**src/sv/jsu_pkg.sv**
```systemverilog
// Shared types and result codes for the JSON string unescaper.
package jsu_pkg;

  // Result kinds.
  localparam logic [1:0] KIND_BYTE  = 2'd0;
  localparam logic [1:0] KIND_CLOSE = 2'd1;
  localparam logic [1:0] KIND_ERROR = 2'd2;

  // Error codes carried with an error result; ERR_NONE goes with every other result.
  localparam logic [1:0] ERR_NONE         = 2'd0;
  localparam logic [1:0] ERR_NO_OPEN      = 2'd0;
  localparam logic [1:0] ERR_UNTERMINATED = 2'd1;
  localparam logic [1:0] ERR_BAD_ESCAPE   = 2'd2;
  localparam logic [1:0] ERR_BAD_HEX      = 2'd3;

  // At most three results per input byte; the output queue holds four.
  localparam int unsigned MaxRes = 3;
  localparam int unsigned QDepth = 4;

  typedef struct packed {
    logic [7:0] in_byte;
    logic       end_of_input;
  } in_t;

  typedef struct packed {
    logic [1:0] kind;
    logic [7:0] out_byte;
    logic [1:0] error_code;
    logic       last;
  } out_t;

  // Results produced by one input byte, first result in item[0].
  typedef struct packed {
    logic [1:0]              n;
    out_t [MaxRes-1:0]       item;
  } res_t;

endpackage

```
**src/sv/json_string_unescape.sv**
```systemverilog
// Top level of the JSON string unescaper: byte decode feeding a result queue.
//
//   channel  direction  payload           handshake
//   in_      input      jsu_pkg::in_t     in_valid / in_ready
//   out_     output     jsu_pkg::out_t    out_valid / out_ready
//
// One input byte is taken per cycle while in_ready is high; its results are ready in the next cycle.
// A \u escape whose code needs three UTF-8 bytes yields three results; the
// four-entry result queue absorbs such bursts, and the sustained rate is one
// result per cycle at the output register while out_ready is high.
// in_ready depends only on queue occupancy, never combinationally on out_ready.
// Reset (rst_n low, synchronous) returns the parser to idle and empties the queue.
module json_string_unescape (
  input  logic          clk,
  input  logic          rst_n,
  input  logic          in_valid,
  output logic          in_ready,
  input  jsu_pkg::in_t  in_data,
  output logic          out_valid,
  input  logic          out_ready,
  output jsu_pkg::out_t out_data
);

  jsu_pkg::res_t res;
  logic          acc;

  assign acc = in_valid && in_ready;

  jsu_ctrl u_ctrl (
    .clk     (clk),
    .rst_n   (rst_n),
    .acc     (acc),
    .in_item (in_data),
    .res     (res)
  );

  jsu_outq u_outq (
    .clk       (clk),
    .rst_n     (rst_n),
    .push      (acc),
    .res       (res),
    .push_ok   (in_ready),
    .out_valid (out_valid),
    .out_ready (out_ready),
    .out_data  (out_data)
  );

  // A request that produced results must show a result on the next cycle.
  a_res_appears: assert property (@(posedge clk) disable iff (!rst_n)
    acc && res.n != 2'd0 |=> out_valid)
    else $error("results of an accepted request did not reach the output");

  // Close and error results always end their request.
  a_nonbyte_last: assert property (@(posedge clk) disable iff (!rst_n)
    out_valid && out_data.kind != jsu_pkg::KIND_BYTE |-> out_data.last)
    else $error("close or error result without last");

  // Close and error results carry a zero byte.
  a_nonbyte_zero: assert property (@(posedge clk) disable iff (!rst_n)
    out_valid && out_data.kind != jsu_pkg::KIND_BYTE |-> out_data.out_byte == 8'h00)
    else $error("close or error result with non-zero byte");

  // Input is only held off while results are waiting.
  a_stall_has_data: assert property (@(posedge clk) disable iff (!rst_n)
    !in_ready |-> out_valid)
    else $error("input stalled with an empty result queue");

endmodule

```
**src/sv/jsu_ctrl.sv**
```systemverilog
// Parser state and per-byte decode of escapes and UTF-8 encoding.
module jsu_ctrl (
  input  logic          clk,
  input  logic          rst_n,
  input  logic          acc,
  input  jsu_pkg::in_t  in_item,
  output jsu_pkg::res_t res
);

  typedef enum logic [1:0] {
    M_IDLE = 2'd0,
    M_TEXT = 2'd1,
    M_ESC  = 2'd2,
    M_HEX  = 2'd3
  } mode_t;

  localparam logic [7:0] CH_QUOTE  = 8'h22;
  localparam logic [7:0] CH_BSLASH = 8'h5C;
  localparam logic [7:0] CH_SLASH  = 8'h2F;
  localparam logic [7:0] CH_B      = 8'h62;
  localparam logic [7:0] CH_F      = 8'h66;
  localparam logic [7:0] CH_N      = 8'h6E;
  localparam logic [7:0] CH_R      = 8'h72;
  localparam logic [7:0] CH_T      = 8'h74;
  localparam logic [7:0] CH_U      = 8'h75;

  localparam logic [7:0]  UTF8_LEAD2 = 8'hC0;
  localparam logic [7:0]  UTF8_LEAD3 = 8'hE0;
  localparam logic [7:0]  UTF8_CONT  = 8'h80;
  localparam logic [15:0] LIMIT_ONE  = 16'h0080;
  localparam logic [15:0] LIMIT_TWO  = 16'h0800;

  mode_t       mode_r, mode_nxt;
  logic [1:0]  hex_count_r, hex_count_nxt;
  logic [15:0] code_accum_r, code_accum_nxt;

  logic [7:0]  b;
  logic        eoi;
  logic [4:0]  hv;
  logic [15:0] code;
  logic [7:0]  esc_val;
  logic        esc_ok;

  // Returns {is_hex, value}.
  function automatic logic [4:0] hex_digit(input logic [7:0] c);
    logic [4:0] r;
    r = '0;
    if (c >= 8'h30 && c <= 8'h39) begin
      r = {1'b1, 4'(c - 8'h30)};
    end else if (c >= 8'h61 && c <= 8'h66) begin
      r = {1'b1, 4'(c - 8'h57)};
    end else if (c >= 8'h41 && c <= 8'h46) begin
      r = {1'b1, 4'(c - 8'h37)};
    end
    return r;
  endfunction

  function automatic jsu_pkg::out_t mk(input logic [1:0] kind, input logic [7:0] ob,
                                       input logic [1:0] err, input logic lst);
    jsu_pkg::out_t o;
    o.kind       = kind;
    o.out_byte   = ob;
    o.error_code = err;
    o.last       = lst;
    return o;
  endfunction

  assign b    = in_item.in_byte;
  assign eoi  = in_item.end_of_input;
  assign hv   = hex_digit(b);
  assign code = {code_accum_r[11:0], hv[3:0]};

  always_comb begin
    esc_ok  = 1'b1;
    esc_val = '0;
    case (b)
      CH_QUOTE:  esc_val = 8'h22;
      CH_BSLASH: esc_val = 8'h5C;
      CH_SLASH:  esc_val = 8'h2F;
      CH_B:      esc_val = 8'h08;
      CH_F:      esc_val = 8'h0C;
      CH_N:      esc_val = 8'h0A;
      CH_R:      esc_val = 8'h0D;
      CH_T:      esc_val = 8'h09;
      default:   esc_ok  = 1'b0;
    endcase
  end

  always_comb begin
    mode_nxt       = mode_r;
    hex_count_nxt  = hex_count_r;
    code_accum_nxt = code_accum_r;
    res            = '0;
    unique case (mode_r)
      M_IDLE: begin
        if (eoi || b != CH_QUOTE) begin
          res.n       = 2'd1;
          res.item[0] = mk(jsu_pkg::KIND_ERROR, 8'h00, jsu_pkg::ERR_NO_OPEN, 1'b1);
        end else begin
          mode_nxt = M_TEXT;
        end
      end
      M_TEXT: begin
        if (eoi) begin
          mode_nxt    = M_IDLE;
          res.n       = 2'd1;
          res.item[0] = mk(jsu_pkg::KIND_ERROR, 8'h00, jsu_pkg::ERR_UNTERMINATED, 1'b1);
        end else if (b == CH_QUOTE) begin
          mode_nxt    = M_IDLE;
          res.n       = 2'd1;
          res.item[0] = mk(jsu_pkg::KIND_CLOSE, 8'h00, jsu_pkg::ERR_NONE, 1'b1);
        end else if (b == CH_BSLASH) begin
          mode_nxt = M_ESC;
        end else begin
          res.n       = 2'd1;
          res.item[0] = mk(jsu_pkg::KIND_BYTE, b, jsu_pkg::ERR_NONE, 1'b1);
        end
      end
      M_ESC: begin
        if (!eoi && b == CH_U) begin
          mode_nxt       = M_HEX;
          hex_count_nxt  = '0;
          code_accum_nxt = '0;
        end else if (!eoi && esc_ok) begin
          mode_nxt    = M_TEXT;
          res.n       = 2'd1;
          res.item[0] = mk(jsu_pkg::KIND_BYTE, esc_val, jsu_pkg::ERR_NONE, 1'b1);
        end else begin
          mode_nxt    = M_IDLE;
          res.n       = 2'd1;
          res.item[0] = mk(jsu_pkg::KIND_ERROR, 8'h00, jsu_pkg::ERR_BAD_ESCAPE, 1'b1);
        end
      end
      M_HEX: begin
        if (eoi || !hv[4]) begin
          mode_nxt       = M_IDLE;
          hex_count_nxt  = '0;
          code_accum_nxt = '0;
          res.n          = 2'd1;
          res.item[0]    = mk(jsu_pkg::KIND_ERROR, 8'h00, jsu_pkg::ERR_BAD_HEX, 1'b1);
        end else if (hex_count_r != 2'd3) begin
          code_accum_nxt = code;
          hex_count_nxt  = hex_count_r + 2'd1;
        end else begin
          // Fourth digit: encode the gathered code point as UTF-8.
          mode_nxt       = M_TEXT;
          hex_count_nxt  = '0;
          code_accum_nxt = '0;
          if (code < LIMIT_ONE) begin
            res.n       = 2'd1;
            res.item[0] = mk(jsu_pkg::KIND_BYTE, code[7:0], jsu_pkg::ERR_NONE, 1'b1);
          end else if (code < LIMIT_TWO) begin
            res.n       = 2'd2;
            res.item[0] = mk(jsu_pkg::KIND_BYTE, UTF8_LEAD2 | {3'b000, code[10:6]},
                             jsu_pkg::ERR_NONE, 1'b0);
            res.item[1] = mk(jsu_pkg::KIND_BYTE, UTF8_CONT | {2'b00, code[5:0]},
                             jsu_pkg::ERR_NONE, 1'b1);
          end else begin
            res.n       = 2'd3;
            res.item[0] = mk(jsu_pkg::KIND_BYTE, UTF8_LEAD3 | {4'b0000, code[15:12]},
                             jsu_pkg::ERR_NONE, 1'b0);
            res.item[1] = mk(jsu_pkg::KIND_BYTE, UTF8_CONT | {2'b00, code[11:6]},
                             jsu_pkg::ERR_NONE, 1'b0);
            res.item[2] = mk(jsu_pkg::KIND_BYTE, UTF8_CONT | {2'b00, code[5:0]},
                             jsu_pkg::ERR_NONE, 1'b1);
          end
        end
      end
      default: mode_nxt = M_IDLE;
    endcase
    // Every return to idle clears the escape gathering state.
    if (mode_nxt == M_IDLE) begin
      hex_count_nxt  = '0;
      code_accum_nxt = '0;
    end
  end

  always_ff @(posedge clk) begin
    if (!rst_n) begin
      mode_r       <= M_IDLE;
      hex_count_r  <= '0;
      code_accum_r <= '0;
    end else if (acc) begin
      mode_r       <= mode_nxt;
      hex_count_r  <= hex_count_nxt;
      code_accum_r <= code_accum_nxt;
    end
  end

endmodule

```
**src/sv/jsu_outq.sv**
```systemverilog
// Four-entry shifting result queue; the head entry is the output register.
module jsu_outq (
  input  logic           clk,
  input  logic           rst_n,
  input  logic           push,
  input  jsu_pkg::res_t  res,
  output logic           push_ok,
  output logic           out_valid,
  input  logic           out_ready,
  output jsu_pkg::out_t  out_data
);

  localparam int unsigned CW = $clog2(jsu_pkg::QDepth + 1);

  jsu_pkg::out_t [jsu_pkg::QDepth-1:0] slot_r, slot_nxt, shifted;
  logic [CW-1:0] count_r, count_nxt;
  logic [CW-1:0] base;
  logic [CW-1:0] off;
  logic          pop;

  assign pop       = out_valid && out_ready;
  assign out_valid = (count_r != '0);
  assign out_data  = slot_r[0];
  // Room for a full three-result request whatever happens at the output.
  assign push_ok   = (count_r <= CW'(jsu_pkg::QDepth - jsu_pkg::MaxRes));

  always_comb begin
    shifted[jsu_pkg::QDepth-1] = slot_r[jsu_pkg::QDepth-1];
    for (int i = 0; i < jsu_pkg::QDepth - 1; i++) begin
      shifted[i] = slot_r[i+1];
    end
  end

  always_comb begin
    base      = count_r - CW'(pop);
    count_nxt = base + (push ? CW'(res.n) : '0);
    slot_nxt  = slot_r;
    off       = '0;
    for (int i = 0; i < jsu_pkg::QDepth; i++) begin
      off = CW'(i) - base;
      if (CW'(i) < base) begin
        slot_nxt[i] = pop ? shifted[i] : slot_r[i];
      end else if (push && off < CW'(res.n)) begin
        slot_nxt[i] = res.item[off[1:0]];
      end
    end
  end

  always_ff @(posedge clk) begin
    if (!rst_n) begin
      count_r <= '0;
    end else begin
      count_r <= count_nxt;
    end
    slot_r <= slot_nxt;
  end

endmodule

```
**config.mk**
```make
export PLATFORM = sky130hd
export DESIGN_NAME = json_string_unescape
export DESIGN_NICKNAME = d
export VERILOG_FILES = /design/src/sv/jsu_pkg.sv /design/src/sv/json_string_unescape.sv /design/src/sv/jsu_ctrl.sv /design/src/sv/jsu_outq.sv
export SDC_FILE = /design/constraint.sdc
export NUM_CORES = 1
export LEC_CHECK = 0
export ABC_AREA = 1
export BUFFER_PORTS_ARGS = -buffer_cell sky130_fd_sc_hd__clkbuf_2
export CORE_MARGIN = 1
export CORE_UTILIZATION = 40
export CTS_BUF_LIST = sky130_fd_sc_hd__clkbuf_4
export CTS_CLUSTER_DIAMETER = 200
export DETAILED_ROUTE_END_ITERATION = 7
export PLACE_DENSITY = 0.66
export SYNTH_ARGS = -nofsm -noshare
export SYNTH_HDL_FRONTEND = slang
export SYNTH_SLANG_ARGS = --single-unit
export TNS_END_PERCENT = 30
```
**constraint.sdc**
```tcl
create_clock -name clk -period 10.7 [get_ports clk]
set_clock_uncertainty 0.15 [all_clocks]
set_input_delay 1.07 -clock clk [delete_from_list [all_inputs] [get_ports clk]]
set_output_delay 1.07 -clock clk [all_outputs]
set_load 0.005 [all_outputs]
```
==> impl_metrics.csv, run 1 <==
group,metric,value,unit
status,status,"complete, no violations",
grt,track_usage,0.2085,
logic_synthesis,syn_inst,656,
routing,routedWlPerCell,15.23,µm
logic_synthesis,synth_most_common_cell,"nand2_1",
logic_synthesis,synth_seq_cells,71,
logic_synthesis,syn_area_per_cell,7.538,µm²
logic_synthesis,synth_cell_types,41,
grt,grt_pass1_wl,20890,µm
logic_synthesis,syn_nets,687,
cts,cts_setup_buffers,0,
cts,clk_path_buf_depth,2,
worst_setup_path,cp-start-kind,"primary input",
power_and_ir_drop,vdd_drop_max,0.09893,mV
routing,dr.pass1.iters,5,
power_and_ir_drop,power,1.440,mW
cts,cts_tree,"yes",
floorplanning,placementRows,40,
worst_setup_path,timing.rr.start,"u_outq.count_r[2]",
place,port_buffers,27,
min_path,hp-start,"u_ctrl.hex_count_r[1]",
grt,antenna_found_initial,0,
finish,area_delta_synth_final,7.035,%
min_path,hold_class,"register to register",
worst_setup_path,rrSetupSlack,6.22,ns
worst_setup_path,cp-end-kind,"register",
logic_synthesis,synth_flop_cell,"edfxtp_1",
sta,period_share,0.4263,
floorplanning,die_h,113.2,µm
place,hpwl,9645,µm
finish,layout.cells.non_filler,827,
place,placedCellCount,811,
worst_setup_path,worst_ep_required_time,10.62,ns
routing,vias_per_cell,5.418,
grt,grt_max_degree,33,
worst_setup_path,reg2reg_to,"u_outq.shifted[13]",
logic_synthesis,synth.area.top_cells,"edfxtp_1, nand2_1, dfxtp_1",
routing,drc_errors,0,
grt,gr-total-overflow,0,
logic_synthesis,synth_largest_area_cell,"edfxtp_1",
finish,n_antenna_cell,0,
place,gp_congestion,0.9414,
finish,drive_above_1_share,0.1750,
logic_synthesis,synth_edf_count,52,
cts,cts_buffers,9,
floorplanning,fp.coreArea,12010,µm²
finish,fin_nets,706,
routing,antenna_left,0,
logic_synthesis,synth_top_area_share,0.3158,
floorplanning,dieArea,12810,µm²
routing,drtIter0Drc,379,
cts,cts_hold_buffers,0,
worst_setup_path,cp.arrival,4.49,ns
cts,cts_num_sinks,71,
cts,clock_latency,0.46,ns
sta,final_hold_viol_count,0,
sta,fmax,219.2,MHz
worst_setup_path,ff2ff_path_depth,13,
cts,cts_max_level,3,
sta,timing.final.crit_period,4.562,ns
logic_synthesis,syn-cell-area,4945,µm²
logic_synthesis,async_flop_share,0,
cts,cts_root_buf,"clkbuf_4",
power_and_ir_drop,power_density,272.1,nW/µm²
floorplanning,initial_utilization,0.4117,
sta,drv_slew,0,
logic_synthesis,yosysSeqAreaShare,0.3927,
cts,cts_resized,0,
routing,wirelength,12600,µm
routing,vias,4481,
sta,rsz0062_at_grt,"false",
power_and_ir_drop,leakagePower,2.304,nW
min_path,holdPathEnd,"u_ctrl.hex_count_r[1]",
cts,path_clk_slew,0.16,ns
sta,setup_viol_count_final,0,
logic_synthesis,yosys-top-cells-count,"nand2_1, inv_1, nand3_1, nor2_1, edfxtp_1",
sta,setup-tns-final,0,ns
min_path,hold_depth,2,
sta,worst_pin_slew,1.116,ns
grt,grt_pass1_vias,4245,
finish,num-fill-cells,1230,
logic_synthesis,ys.warnings.count,0,
worst_setup_path,critPathMaxFanout,22,
floorplanning,io_pins,28,
sta,slew_headroom,0.2509,
floorplanning,die_w,113.2,µm
run,maxCapViolations,0,
worst_setup_path,critPathKind,"primary input to register",
finish,post-route-util,0.4406,
-- state kept, by name, indices dropped and copies added (netlist names) --
| name | flops |
|---|---|
| u_ctrl.code_accum_r | 12 |
| u_ctrl.hex_count_r | 2 |
| u_ctrl.mode_r | 2 |
| u_outq.count_r | 3 |
| u_outq.out_data | 13 |
| u_outq.shifted | 39 |
-- worst max-delay path: stages --
cell      delay, ns
clkbuf_2       0.08
nand2_1        0.18
inv_1          0.08
ha_1           0.19
ha_1           0.76
ha_1           0.46
inv_1          0.31
nand2_1        0.23
inv_1          0.22
nor3_1         0.21
nand3_1        0.10
o21ai_1        0.59
-- metal layers --
| layer | GRT usage | up-vias | wire length (µm) |
|---|---|---|---|
| met2 | 0.3431 | 141 | 5888 |
| met5 | 0 | - | 0 |
| met4 | 0.05088 | 0 | 141 |
| met3 | 0.03642 | 15 | 807 |
| met1 | 0.2845 | 2101 | 5760 |
| li1 | - | 2224 | - |
-- stage by stage --
| step | setup WS (ns) | hold WS (ns) | area [µm²] |
|---|---|---|---|
| after floorplan | 6.491 | 0.3195 | 4945 |
| after global placement | 5.856 | 0.3322 | 5161 |
| after detailed placement | 5.697 | 0.3410 | 5161 |
| after CTS | 6.205 | 0.3762 | 5293 |
| after global routing | 5.903 | 0.3984 | 5293 |
| final | 6.138 | 0.3757 | 5293 |
-- power breakdown --
group	leakage [nW]	total (mW)	internal (mW)	switching [mW]
combinational	1.59	0.745	0.219	0.526
sequential	0.644	0.525	0.477	0.0487
clock	0.0670	0.170	0.0528	0.117
total	2.30	1.44	0.748	0.692
-- final cells by class --
cell class / instances / area, µm² / area share
multi-input cells: 481 / 2564 / 0.4844
flip-flops and latches: 71 / 1942 / 0.3669
inverters: 81 / 306.5 / 0.05792
well taps: 147 / 183.9 / 0.03475
repair buffers: 31 / 165.2 / 0.03121
clock buffers: 9 / 67.56 / 0.01277
clock inverters: 7 / 63.81 / 0.01206
-- logic make-up (layout without fill, tap and decap cells) --
kind of cell | count (synthesis) | in the layout | share of synthesized area
and+or+nand+nor | 353 | 353 | 0.3335
AOI/OAI and AO/OA | 107 | 107 | 0.1326
buffers and inverters | 104 | 128 | 0.08882
DFF | 71 | 71 | 0.3927
adders and majority gates | 18 | 18 | 0.04706
xor gates and xnor gates | 3 | 3 | 0.005315
-- worst max path at each step --
stage / endpoint / slack, ns / cells past startpoint / from
5_1_grt: u_outq.shifted[15] / 5.90 / 12 / out_ready
6_report: u_outq.shifted[13] / 6.14 / 12 / out_ready
3_5_place_dp: u_outq.shifted[25] / 5.70 / 12 / out_ready
3_3_place_gp: u_outq.shifted[15] / 5.86 / 12 / out_ready
2_1_floorplan: u_outq.shifted[13] / 6.49 / 11 / out_ready
4_1_cts: u_outq.shifted[15] / 6.20 / 12 / out_ready
-- layout by cell type (no fill, tap or decap), types with 10 or more instances in the layout --
cell and count:
nand2_1 173, nand2_2 11, o21ai_0 42, a21oi_2 16
nand3_1 61, a21oi_1 17, nor2_2 14, clkbuf_2 27
o22ai_1 10, dfxtp_1 19, edfxtp_1 52, nor2_1 54
ha_1 17, inv_1 67
Note: power is estimated with default switching activity, not from simulation.
==> run 2: changes to the inputs <==
==> constraint.sdc (replaced) <==
create_clock -name clk -period 4.5 [get_ports clk]
set_clock_uncertainty 0.15 [all_clocks]
set_input_delay 0.45 -clock clk [delete_from_list [all_inputs] [get_ports clk]]
set_output_delay 0.45 -clock clk [all_outputs]
set_load 0.005 [all_outputs]
==> impl_metrics.csv, run 2 (synthesized netlist as in run 1, its figures left out) <==
group,metric,value,unit
finish,fin_nets,714,
power_and_ir_drop,vdd_drop_max,0.3041,mV
power_and_ir_drop,intPower,1.945,mW
floorplanning,dieArea,12810,µm²
power_and_ir_drop,power,3.612,mW
sta,fmax,284.2,MHz
cts,cts_tree,"yes",
routing,antenna_left,0,
min_path,hold_depth,3,
sta,period_share,0.7820,
finish,n_antenna_cell,0,
worst_setup_path,critPathMaxFanout,15,
sta,setup-tns-final,0,ns
sta,timing.final.crit_period,3.519,ns
sta,rsz0062_at_grt,"false",
floorplanning,initial_utilization,0.4117,
floorplanning,fp.coreArea,12010,µm²
cts,cts_root_buf,"clkbuf_4",
cts,cts_max_level,3,
sta,final_hold_viol_count,0,
routing,dr.pass1.iters,5,
finish,final_common_cell,"nand2_1",
grt,grt_pass1_vias,4314,
finish,final_cell_mix,"nand2_1, inv_1, nand3_1",
place,port_buffers,27,
routing,vias,4548,
power_and_ir_drop,p_sw_frac,0.4615,
sta,drv_slew,0,
sta,worst_pin_slew,0.8451,ns
floorplanning,io_pins,28,
cts,cts_setup_buffers,0,
power_and_ir_drop,power_frac_seq,0.346,
power_and_ir_drop,power_density,669.8,nW/µm²
routing,wirelength,12680,µm
power_and_ir_drop,leakagePower,2.362,nW
cts,path_clk_slew,0.14,ns
routing,wl_met3,805,µm
sta,fin_hold_ws,0.3503,ns
routing,drc_errors,0,
grt,grt_pass1_wl,21380,µm
routing,vias_per_cell,5.447,
grt,gr-total-overflow,0,
routing,met1_length,5887,µm
place,hpwl,9803,µm
routing,highest_layer,"met4",
worst_setup_path,cp.arrival,3.57,ns
floorplanning,placementRows,40,
power_and_ir_drop,p_clk_frac,0.140,
worst_setup_path,cp-start-kind,"register",
sta,setup_viol_count_final,0,
grt,antenna_found_initial,0,
worst_setup_path,worst_ep_required_time,4.55,ns
cts,clk_path_buf_depth,2,
grt,grt_max_degree,31,
power_and_ir_drop,p_sw,1.667,mW
floorplanning,die_w,113.2,µm
power_and_ir_drop,comb_power_share,0.514,
min_path,hold_class,"primary input to register",
cts,clock_latency,0.46,ns
finish,design_area,5393,µm²
finish,drive_above_1_share,0.1846,
finish,largest_reg_flops,39,
routing,wl_met2,5740,µm
status,status,"complete, no violations",
run,maxCapViolations,0,
cts,cts_buffers,9,
place,gp_congestion,0.9009,
worst_setup_path,critPathKind,"register to register",
finish,area_delta_synth_final,9.059,%
routing,drtIter0Drc,337,
grt,track_usage,0.2118,
routing,routedWlPerCell,15.19,µm
worst_setup_path,ff2ff_path_depth,16,
cts,cts_hold_buffers,0,
cts,cts_resized,0,
cts,cts_num_sinks,71,
floorplanning,die_h,113.2,µm
worst_setup_path,cp-end-kind,"register",
sta,slew_headroom,0.4306,
place,post_dp_cell_area,5221,µm²
==> run 2: changes by cell type in the layout (fill, tap and decap cells not counted), sizes merged <==
| cell | delta |
|---|---|
| clkinv | -1 |
| inv | -1 |
| bufinv | +2 |
| buf | +8 |
==> run 2: stage by stage <==
step / std cells / util / worst slack (ns)
3_3_place_gp: 819 / 0.4347 / 1.133
5_1_grt: 835 / 0.4490 / 0.6198
4_1_cts: 835 / 0.4490 / 0.9830
6_report: 835 / 0.4490 / 0.9809
3_5_place_dp: 819 / 0.4347 / 0.9868
2_1_floorplan: 656 / - / 0.7505
==> run 2: power groups by stage <==
stage	registers (mW)	logic, mW	clock network [mW]
2_1_floorplan	1.24	1.31	0
3_3_place_gp	1.26	1.80	0
3_5_place_dp	1.27	1.85	0
4_1_cts	1.25	1.85	0.513
5_1_grt	1.28	2.10	0.540
6_report	1.25	1.86	0.505
==> run 2: per-layer routing <==
metal	global-route usage	up-vias
li1	-	2238
met1	0.2905	2116
met2	0.3407	171
met3	0.03696	23
met4	0.06491	0
met5	0	-
==> run 2: cell type report <==
type / instances / area, µm²
clock buffer: 9 / 67.56
inverter: 81 / 306.5
tap: 147 / 183.9
fill: 1215 / 6619
timing repair buffer: 39 / 225.2
clock inverter: 7 / 103.9
sequential: 71 / 1942
multi-input combinational: 481 / 2564
==> run 2: final timing paths <==
check	slack, ns	end	from
hold / removal	0.35	u_ctrl.code_accum_r[0]	rst_n
hold reg to reg	0.38	u_ctrl.code_accum_r[5]	u_ctrl.code_accum_r[5]
setup reg to reg	0.98	u_outq.shifted[22]	u_outq.count_r[2]
setup / recovery	0.98	u_outq.shifted[22]	u_outq.count_r[2]
==> run 2: worst max-delay path, cell delays in order (launching register included) <==
cell	delay, ns
dfxtp_1	0.36
nor2_1	0.18
nand2_1	0.09
nand2_1	0.15
inv_1	0.06
ha_1	0.18
ha_1	0.20
xnor2_1	0.13
buf_4	0.16
ha_1	0.19
inv_1	0.38
nand2_1	0.21
inv_1	0.35
nor2_1	0.07
buf_4	0.17
nand2_1	0.11
o21ai_0	0.12
